===== config.mk =====
export PLATFORM = sky130hd
export DESIGN_NAME = sorted_list_engine_flat
export DESIGN_NICKNAME = d
export VERILOG_FILES = /design/src/hdl/sle_pkg.sv /design/src/hdl/sle_if.sv /design/src/hdl/sle_ctrl.sv /design/src/hdl/sle_datapath.sv /design/src/hdl/sorted_list_engine.sv /design/src/flat_wrapper.sv
export SDC_FILE = /design/constraint.sdc
export NUM_CORES = 2
export LEC_CHECK = 0
export BUFFER_PORTS_ARGS = -buffer_cell sky130_fd_sc_hd__buf_2
export CORE_ASPECT_RATIO = 2
export CORE_MARGIN = 2
export CORE_UTILIZATION = 55
export CTS_BUF_LIST = sky130_fd_sc_hd__clkbuf_4 sky130_fd_sc_hd__clkbuf_8
export DETAILED_ROUTE_END_ITERATION = 6
export PLACE_DENSITY = 0.8
export SYNTH_ARGS = -nofsm -noshare
export SYNTH_HDL_FRONTEND = slang
export SYNTH_HIERARCHICAL = 1
export SYNTH_SLANG_ARGS = --single-unit

===== constraint.sdc =====
create_clock -name clock -period 6.8 [get_ports clock]
set_input_delay 1.7 -clock clock [delete_from_list [all_inputs] [get_ports clock]]
set_output_delay 1.7 -clock clock [all_outputs]
set_load 0.03 [all_outputs]

===== src/hdl/sle_pkg.sv =====
// Shared constants, codes and control structs for the sorted list engine.
package sle_pkg;

   localparam int DEPTH   = 16;
   localparam int CNT_W   = $clog2(DEPTH + 1);
   localparam int VALUE_W = 32;
   localparam int CMD_W   = 2;
   localparam int STAT_W  = 3;
   localparam int COUNT_W = 5;

   typedef enum logic [CMD_W-1:0] {
      CMD_INSERT = 2'd0,
      CMD_SEARCH = 2'd1,
      CMD_DELETE = 2'd2
   } cmd_type;

   typedef enum logic [STAT_W-1:0] {
      ST_INSERTED  = 3'd0,
      ST_FOUND     = 3'd1,
      ST_NOT_FOUND = 3'd2,
      ST_DELETED   = 3'd3,
      ST_FULL      = 3'd4
   } status_type;

   typedef enum logic [1:0] {
      OP_NONE   = 2'd0,
      OP_INSERT = 2'd1,
      OP_DELETE = 2'd2
   } op_type;

   typedef enum logic [2:0] {
      S_IDLE    = 3'd0,
      S_COMPARE = 3'd1,
      S_FIND    = 3'd2,
      S_APPLY   = 3'd3,
      S_RESPOND = 3'd4
   } state_type;

   // controller to datapath
   typedef struct packed {
      logic       capture;
      logic       compare;
      logic       find;
      logic       apply;
      op_type     op;
      status_type status;
   } ctrl_cmd_type;

   // datapath to controller
   typedef struct packed {
      logic [CMD_W-1:0] command;
      logic             found;
      logic             full;
   } dp_stat_type;

endpackage


===== src/hdl/sle_if.sv =====
// Valid/ready channel interfaces for the request and response items.
interface sle_req_if;
   logic        valid;
   logic        ready;
   logic [1:0]  command;
   logic signed [31:0] value;

   modport source (output valid, output command, output value, input ready);
   modport sink   (input valid, input command, input value, output ready);
endinterface

interface sle_rsp_if;
   logic       valid;
   logic       ready;
   logic [2:0] status;
   logic [4:0] entry_count;

   modport source (output valid, output status, output entry_count, input ready);
   modport sink   (input valid, input status, input entry_count, output ready);
endinterface


===== src/hdl/sle_ctrl.sv =====
// Sequencer for the sorted list engine: accept, compare, find, apply, respond.
module sle_ctrl (
   input  logic                 clock,
   input  logic                 reset,
   input  logic                 req_valid,
   output logic                 req_ready,
   output logic                 rsp_valid,
   input  logic                 rsp_ready,
   input  sle_pkg::dp_stat_type stat,
   output sle_pkg::ctrl_cmd_type cmd
);
   import sle_pkg::*;

   state_type state_ff;
   state_type state_in;

   always_ff @(posedge clock) begin
      if (reset) begin
         state_ff <= S_IDLE;
      end else begin
         state_ff <= state_in;
      end
   end

   always_comb begin
      state_in = state_ff;
      case (state_ff)
         S_IDLE: begin
            if (req_valid) state_in = S_COMPARE;
         end
         S_COMPARE: state_in = S_FIND;
         S_FIND:    state_in = S_APPLY;
         S_APPLY:   state_in = S_RESPOND;
         S_RESPOND: begin
            if (rsp_ready) state_in = S_IDLE;
         end
         default:   state_in = S_IDLE;
      endcase
   end

   always_comb begin
      req_ready   = 1'b0;
      rsp_valid   = 1'b0;
      cmd         = '0;
      cmd.op      = OP_NONE;
      cmd.status  = ST_NOT_FOUND;
      case (state_ff)
         S_IDLE: begin
            req_ready   = 1'b1;
            cmd.capture = req_valid;
         end
         S_COMPARE: cmd.compare = 1'b1;
         S_FIND:    cmd.find = 1'b1;
         S_APPLY: begin
            cmd.apply = 1'b1;
            case (stat.command)
               CMD_INSERT: begin
                  if (stat.full) begin
                     cmd.status = ST_FULL;
                  end else begin
                     cmd.op     = OP_INSERT;
                     cmd.status = ST_INSERTED;
                  end
               end
               CMD_SEARCH: begin
                  if (stat.found) cmd.status = ST_FOUND;
               end
               CMD_DELETE: begin
                  if (stat.found) begin
                     cmd.op     = OP_DELETE;
                     cmd.status = ST_DELETED;
                  end
               end
               default: cmd.status = ST_NOT_FOUND;
            endcase
         end
         S_RESPOND: rsp_valid = 1'b1;
         default: begin
            req_ready = 1'b0;
         end
      endcase
   end

endmodule


===== src/hdl/sle_datapath.sv =====
// Row of compare-and-shift cells holding the sorted entries, plus count and result.
module sle_datapath (
   input  logic                          clock,
   input  logic                          reset,
   input  sle_pkg::ctrl_cmd_type         cmd,
   input  logic [sle_pkg::CMD_W-1:0]     req_command,
   input  logic signed [sle_pkg::VALUE_W-1:0] req_value,
   output sle_pkg::dp_stat_type          stat,
   output logic [sle_pkg::STAT_W-1:0]    rsp_status,
   output logic [sle_pkg::COUNT_W-1:0]   rsp_entry_count
);
   import sle_pkg::*;

   logic [CMD_W-1:0]          cmd_ff;
   logic signed [VALUE_W-1:0] value_ff;
   logic signed [VALUE_W-1:0] entries_ff [DEPTH];
   logic signed [VALUE_W-1:0] entries_in [DEPTH];
   logic [DEPTH-1:0]          lt_in;
   logic [DEPTH-1:0]          lt_ff;
   logic [DEPTH-1:0]          match_in;
   logic [DEPTH-1:0]          match_ff;
   logic                      found_ff;
   logic [CNT_W-1:0]          count_ff;
   logic [CNT_W-1:0]          count_in;
   status_type                status_ff;

   // Each cell compares against the held value and picks its next content locally.
   for (genvar i = 0; i < DEPTH; i++) begin : g_cell
      logic valid;
      assign valid = CNT_W'(i) < count_ff;
      assign lt_in[i] = valid && (entries_ff[i] < value_ff);
      if (i == 0) begin : g_first
         assign match_in[i] = valid && (entries_ff[i] == value_ff);
      end else begin : g_rest
         assign match_in[i] = valid && (entries_ff[i] == value_ff) && lt_in[i-1];
      end

      always_comb begin
         entries_in[i] = entries_ff[i];
         case (cmd.op)
            OP_INSERT: begin
               if (i > 0 && !lt_ff[(i > 0) ? i-1 : 0]) begin
                  entries_in[i] = entries_ff[(i > 0) ? i-1 : 0];
               end else if (!lt_ff[i]) begin
                  entries_in[i] = value_ff;
               end
            end
            OP_DELETE: begin
               // close the gap from the matched slot upward
               if (i < DEPTH-1 && !lt_ff[i]) begin
                  entries_in[i] = entries_ff[(i < DEPTH-1) ? i+1 : i];
               end
            end
            default: entries_in[i] = entries_ff[i];
         endcase
      end
   end

   always_comb begin
      count_in = count_ff;
      case (cmd.op)
         OP_INSERT: count_in = count_ff + CNT_W'(1);
         OP_DELETE: count_in = count_ff - CNT_W'(1);
         default:   count_in = count_ff;
      endcase
   end

   always_ff @(posedge clock) begin
      if (reset) begin
         count_ff <= '0;
      end else if (cmd.apply) begin
         count_ff <= count_in;
      end
   end

   always_ff @(posedge clock) begin
      if (cmd.capture) begin
         cmd_ff   <= req_command;
         value_ff <= req_value;
      end
      if (cmd.compare) begin
         lt_ff    <= lt_in;
         match_ff <= match_in;
      end
      if (cmd.find) begin
         found_ff <= |match_ff;
      end
      if (cmd.apply) begin
         status_ff <= cmd.status;
         for (int i = 0; i < DEPTH; i++) begin
            entries_ff[i] <= entries_in[i];
         end
      end
   end

   assign stat.command = cmd_ff;
   assign stat.found   = found_ff;
   assign stat.full    = count_ff >= CNT_W'(DEPTH);

   assign rsp_status      = status_ff;
   assign rsp_entry_count = COUNT_W'(count_ff);

endmodule


===== src/hdl/sorted_list_engine.sv =====
// Sorted list engine: keeps up to DEPTH signed values in ascending order.
//
// Usage: each request item carries a command (insert, search, delete) and a
// signed 32-bit value on the req channel. Every request gives exactly one
// response item on the rsp channel with a status and the entry count after
// the operation. An insert goes before equal entries and is refused with a
// full status when the table holds DEPTH entries; a delete removes the first
// match. Command code 3 answers not found and changes nothing.
// Steps: after a request is accepted, all cells compare in the compare
// state, the find state folds the match bits, the apply state shifts
// the cells and updates the count, and the respond state shows the
// response. The sequencer takes one item at a time, so req.ready stays
// low until the response has been taken. A stalled response holds its
// payload.
// Reset: synchronous; clears the count, so the table reads empty. No
// clearing pass is needed and the block is ready the cycle after reset.
module sorted_list_engine (
   input logic       clock,
   input logic       reset,
   sle_req_if.sink   req,
   sle_rsp_if.source rsp
);
   import sle_pkg::*;

   ctrl_cmd_type ctrl_cmd;
   dp_stat_type  dp_stat;

   sle_ctrl u_ctrl (
      .clock     (clock),
      .reset     (reset),
      .req_valid (req.valid),
      .req_ready (req.ready),
      .rsp_valid (rsp.valid),
      .rsp_ready (rsp.ready),
      .stat      (dp_stat),
      .cmd       (ctrl_cmd)
   );

   sle_datapath u_datapath (
      .clock           (clock),
      .reset           (reset),
      .cmd             (ctrl_cmd),
      .req_command     (req.command),
      .req_value       (req.value),
      .stat            (dp_stat),
      .rsp_status      (rsp.status),
      .rsp_entry_count (rsp.entry_count)
   );

endmodule


===== src/flat_wrapper.sv =====
// flat-port wrapper written by rule: the top's interface ports become plain ports
module sorted_list_engine_flat import sle_pkg::*;
  (clock, reset, req_valid, req_command, req_value, req_ready, rsp_valid, rsp_status, rsp_entry_count, rsp_ready);
  sle_req_if req_i ();
  sle_rsp_if rsp_i ();
  input logic clock;
  input logic reset;
  input wire logic [$bits(req_i.valid)-1:0] req_valid;
  input wire logic [$bits(req_i.command)-1:0] req_command;
  input wire logic [$bits(req_i.value)-1:0] req_value;
  output wire logic [$bits(req_i.ready)-1:0] req_ready;
  output wire logic [$bits(rsp_i.valid)-1:0] rsp_valid;
  output wire logic [$bits(rsp_i.status)-1:0] rsp_status;
  output wire logic [$bits(rsp_i.entry_count)-1:0] rsp_entry_count;
  input wire logic [$bits(rsp_i.ready)-1:0] rsp_ready;
  assign req_i.valid = req_valid;
  assign req_i.command = req_command;
  assign req_i.value = req_value;
  assign req_ready = req_i.ready;
  assign rsp_valid = rsp_i.valid;
  assign rsp_status = rsp_i.status;
  assign rsp_entry_count = rsp_i.entry_count;
  assign rsp_i.ready = rsp_ready;
  sorted_list_engine u_core (.clock(clock), .reset(reset), .req(req_i), .rsp(rsp_i));
endmodule

==> metrics.md <==
| Metric | Value |
|---|---|
| DRC Markers | `0` |
| Die Y | `384 µm` |
| Number of flops mapped to enable cells by yosys | `582` |
| Leading area contributor after synthesis | `edfxtp_1` |
| I/O pin cnt | `48` |
| Reg clk slew, reported paths | `0.07 ns` |
| Setup violators final | `0` |
| Horiz. Die Dim | `194 µm` |
| Synth top area share | `0.441` |
| Seq/Total Area, Yosys | `0.445` |
| Hold buffer count at cts | `0` |
| Worst path slowest cell | `edfxtp_1` |
| Met3 Wirelength | `6120 µm` |
| CTS max path bufs | `3` |
| Largest fanout on the critical path | `17` |
| Worst Hold End | `u_core/u_datapath/entries_ff[1][212]` |
| Final Skew | `0.0257 ns` |
| Worst slew pin tran | `between 1 and 1.5 ns` |
| Top cells by count, synth | `618 x nand2_1, 582 x edfxtp_1, 541 x o21ai_0` |
| Sw Pwr | `2.37 mW` |
| Critical path's largest stage delay | `0.97 ns` |
| Clock Power Share | `0.374` |
| Max-Cap Viols | `0` |
| DR vias/cell | `approximately 6.6` |
| Internal power | `6.20 mW` |
| Final worst slack | `2.78 ns` |
| Clock root buffer | `clkbuf_8` |
| Clk Latency, worst-skew pair | `0.74 ns` |
| Status | `finished, final reports clean` |
| VDD IR-drop max | `173 µV` |
| Yosys cell types | `61` |
| Initial antenna violation count | `1` |
| DRT iter0 DRCs | `2841` |
| Layout cells sized above 1 | `0.0788` |
| WL per Instance | `25.1 µm` |
| PostCTS Resize Cnt | `0` |
| Post-Syn Area | `39600 µm²` |
| Vias in the first global route | `32500` |
| Main combinational cell family by area after synthesis | `adder cells` |
| # rows | `139` |
| Min Tclk post-route | `4.02 ns` |
| Leakage | `16.5 nW` |
| Mux cell area share after synthesis | `0.123` |
| WL met2 | `roughly 60000 µm` |
| Slew Limit Fails | `0` |
| Synth Area in XOR/XNOR | `0.00376` |
| TritonRoute pass-1 iters | `6` |
| PD cells | `201 nW/µm²` |
| RePlAce Congestion | `0.917` |
| Fmax | `approximately 250 MHz` |
| Cell with the most instances after synthesis | `nand2_1` |
| Syn Inst Count | `3748` |
| CP endpoint kind | `flop` |
| Reg power frac | `0.488` |
| Die area | `74300 µm²` |
| R2R cell count | `9` |
| Arrival @ worst endpoint | `4.50 ns` |
| Min-delay src | `u_core/u_datapath/entries_ff[1][244]` |
| DRT met1 WL | `38700 µm` |
| Area added between synthesis and finish | `7.42%` |
| Number of cells on the critical path | `9` |
| Congestion Overflow GR | `0` |
| Final hold violation count | `0` |
| Seq cells post-synth | `590` |
| Uppermost routed layer | `met4` |
| Reg-to-reg critical path endpoint | `u_core/u_datapath/match_ff[9]` |
| Post-synthesis async set-or-reset flop share | `0` |
| Core area | `about 71000 µm²` |
| Ys Warns | `6` |
| Critical Path Start Type | `flop` |
| Post-CTS Setup Bufs | `0` |
| Main flop type after synthesis | `edfxtp_1` |
| Layout fillers | `5755` |
| Worst Hold Depth | `2` |
| Buf/Inv on CP | `1` |
| Min-Delay Path Class | `reg2reg` |
| Post-Synth Adder-Cell Area | `0.163` |
| First-pass GRT wire length | `178000 µm` |
| Port Buf Inserts | `47` |
| H-tree depth | `3` |
| Largest net degree at the start of global routing | `210` |
| HPWL after DPL | `86000 µm` |
| Unrepaired setup endpoints after global routing | `false` |
| Compound-Gate Fraction of Synth Area | `0.129` |
| CTS Sinks | `590` |
| Initial Utilization | `0.554` |
| CTS buffer count | `between 80 and 90` |
| Crit-path cells | `inv_1, ha_1, and2_0, a221o_1, a211oi_1, o211ai_1, o22ai_1, mux2_2, and4_1` |
| Total track usage | `0.311` |
| Net total in the final layout | `4272` |
| CTS tree | `built` |
| Relative slew slack | `0.146` |
| Top Family by Delay on Critical Path | `flip-flops` |
| Post-Place Setup Slack | `2.95 ns` |
| CP Class | `reg2reg` |
| Antenna viol nets, final | `0` |
| Vias | `31200` |
| Syn Nets | `4303` |
| CP required | `between 7 and 8 ns` |
| Switch share | `0.276` |
| Reg2Reg Setup Slack | `2.78 ns` |
| Comb pwr share | `0.138` |
| Synth top area cells | `edfxtp_1 44%, ha_1 16%, mux2i_1 11%` |
| Synth Area in Simple Gates | `0.107` |
| Drt total wl | `118000 µm` |
| RR Startpoint | `u_core/u_datapath/value_ff[7]` |
| Final period utilization | `0.591` |
| Mean area per synthesized cell | `10.6 µm²` |
| Sum Neg Setup Slack | `0 ns` |
worst min-delay path, delay by kind of cell (launching register included):
kind | cells | cell delay (ns)
AO/OA/AOI/OAI | 1 | 0.06
AND/OR/NAND/NOR | 1 | 0.05
flip-flops | 1 | 0.35
state kept, by name (all words and copies together) (netlist names):
signal,flops
u_core/u_ctrl/state_ff,3
u_core/u_datapath/cmd_ff,2
u_core/u_datapath/entries_ff,512
u_core/u_datapath/found_ff,1
u_core/u_datapath/lt_ff,16
u_core/u_datapath/match_ff,16
u_core/u_datapath/rsp_entry_count,5
u_core/u_datapath/rsp_status,3
u_core/u_datapath/value_ff,32
power groups by stage:
stage	registers, mW	logic (mW)	clock network (mW)
after floorplan	4.17	0.850	0
after global placement	4.25	1.10	0
after detailed placement	4.25	1.15	0
after CTS	4.17	1.16	3.24
after global routing	4.18	1.29	3.38
final	4.18	1.18	3.20
kinds of logic (layout without fill, tap and decap cells):
group | after synthesis | in the layout
AND/OR/NAND/NOR | 948 | 948
AO/OA/AOI/OAI | 911 | 911
flip-flops | 590 | 590
adder cells (fa/ha/maj) | 517 | 517
multiplexers | 484 | 484
buffers and inverters | 281 | 316
XOR/XNOR | 17 | 17
other | 0 | 1
how the worst max path moves through the flow:
| stage | startpoint | endpoint |
|---|---|---|
| 3_3_place_gp | u_core/u_datapath/value_ff[29] | u_core/u_datapath/match_ff[1] |
| 3_5_place_dp | u_core/u_datapath/value_ff[7] | u_core/u_datapath/match_ff[9] |
| 6_report | u_core/u_datapath/value_ff[7] | u_core/u_datapath/match_ff[9] |
| 5_1_grt | u_core/u_ctrl/state_ff[1] | u_core/u_datapath/entries_ff[1][164] |
| 4_1_cts | u_core/u_datapath/value_ff[7] | u_core/u_datapath/match_ff[9] |
| 2_1_floorplan | u_core/u_datapath/cmd_ff[0] | u_core/u_datapath/entries_ff[0][100] |
cell usage in the layout (no fill, tap or decap), types with 5 or more instances in the layout:
master,instances
a21oi_4,15
o21ai_0,541
ha_1,516
buf_2,47
nand3_1,50
a211o_1,8
bufinv_16,8
nor3b_1,9
nor2b_1,19
mux2i_1,451
a21o_1,69
o21a_1,7
nor4_1,24
clkbuf_8,91
xor2_1,6
and2_0,9
nand4_1,69
nand2_1,618
nor2_1,71
buf_4,44
or3_1,8
a21oi_1,183
nor3_1,24
inv_1,67
xnor2_1,11
a211oi_1,19
clkinv_2,14
and4_1,25
o211ai_1,7
a221oi_1,21
clkinv_1,14
mux2_2,33
clkbuf_4,23
edfxtp_1,582
a221o_1,15
dfxtp_1,8
a31oi_1,5
stage by stage:
step	instances	power, mW	instance area [µm²]	hold slack, ns	utilization
floorplan	3748	5.02	39600	0.494	-
global placement	4544	5.35	40700	0.553	0.570
detailed placement	4544	5.41	40700	0.556	0.570
CTS	4699	8.57	42500	0.567	0.595
global route	4700	8.85	42500	0.600	0.595
finish	4700	8.57	42500	0.570	0.595
cell type report:
cell class	count	area, µm²	share of cell area
diodes	1	2.50	0.0000588
clock buffers	114	1430	0.0335
inverters	67	251	0.00591
flip-flops and latches	590	17600	0.415
well taps	916	1150	0.0269
multi-input cells	2877	21100	0.495
repair buffers	94	626	0.0147
clock inverters	41	403	0.00947
layer usage:
metal  vias up  global-route usage
li1      14000                   -
met3       739              0.0432
met4         0               0.292
met5         -                   0
met2      1493               0.569
met1     14900               0.297
Note: power is estimated with default switching activity, not from simulation.
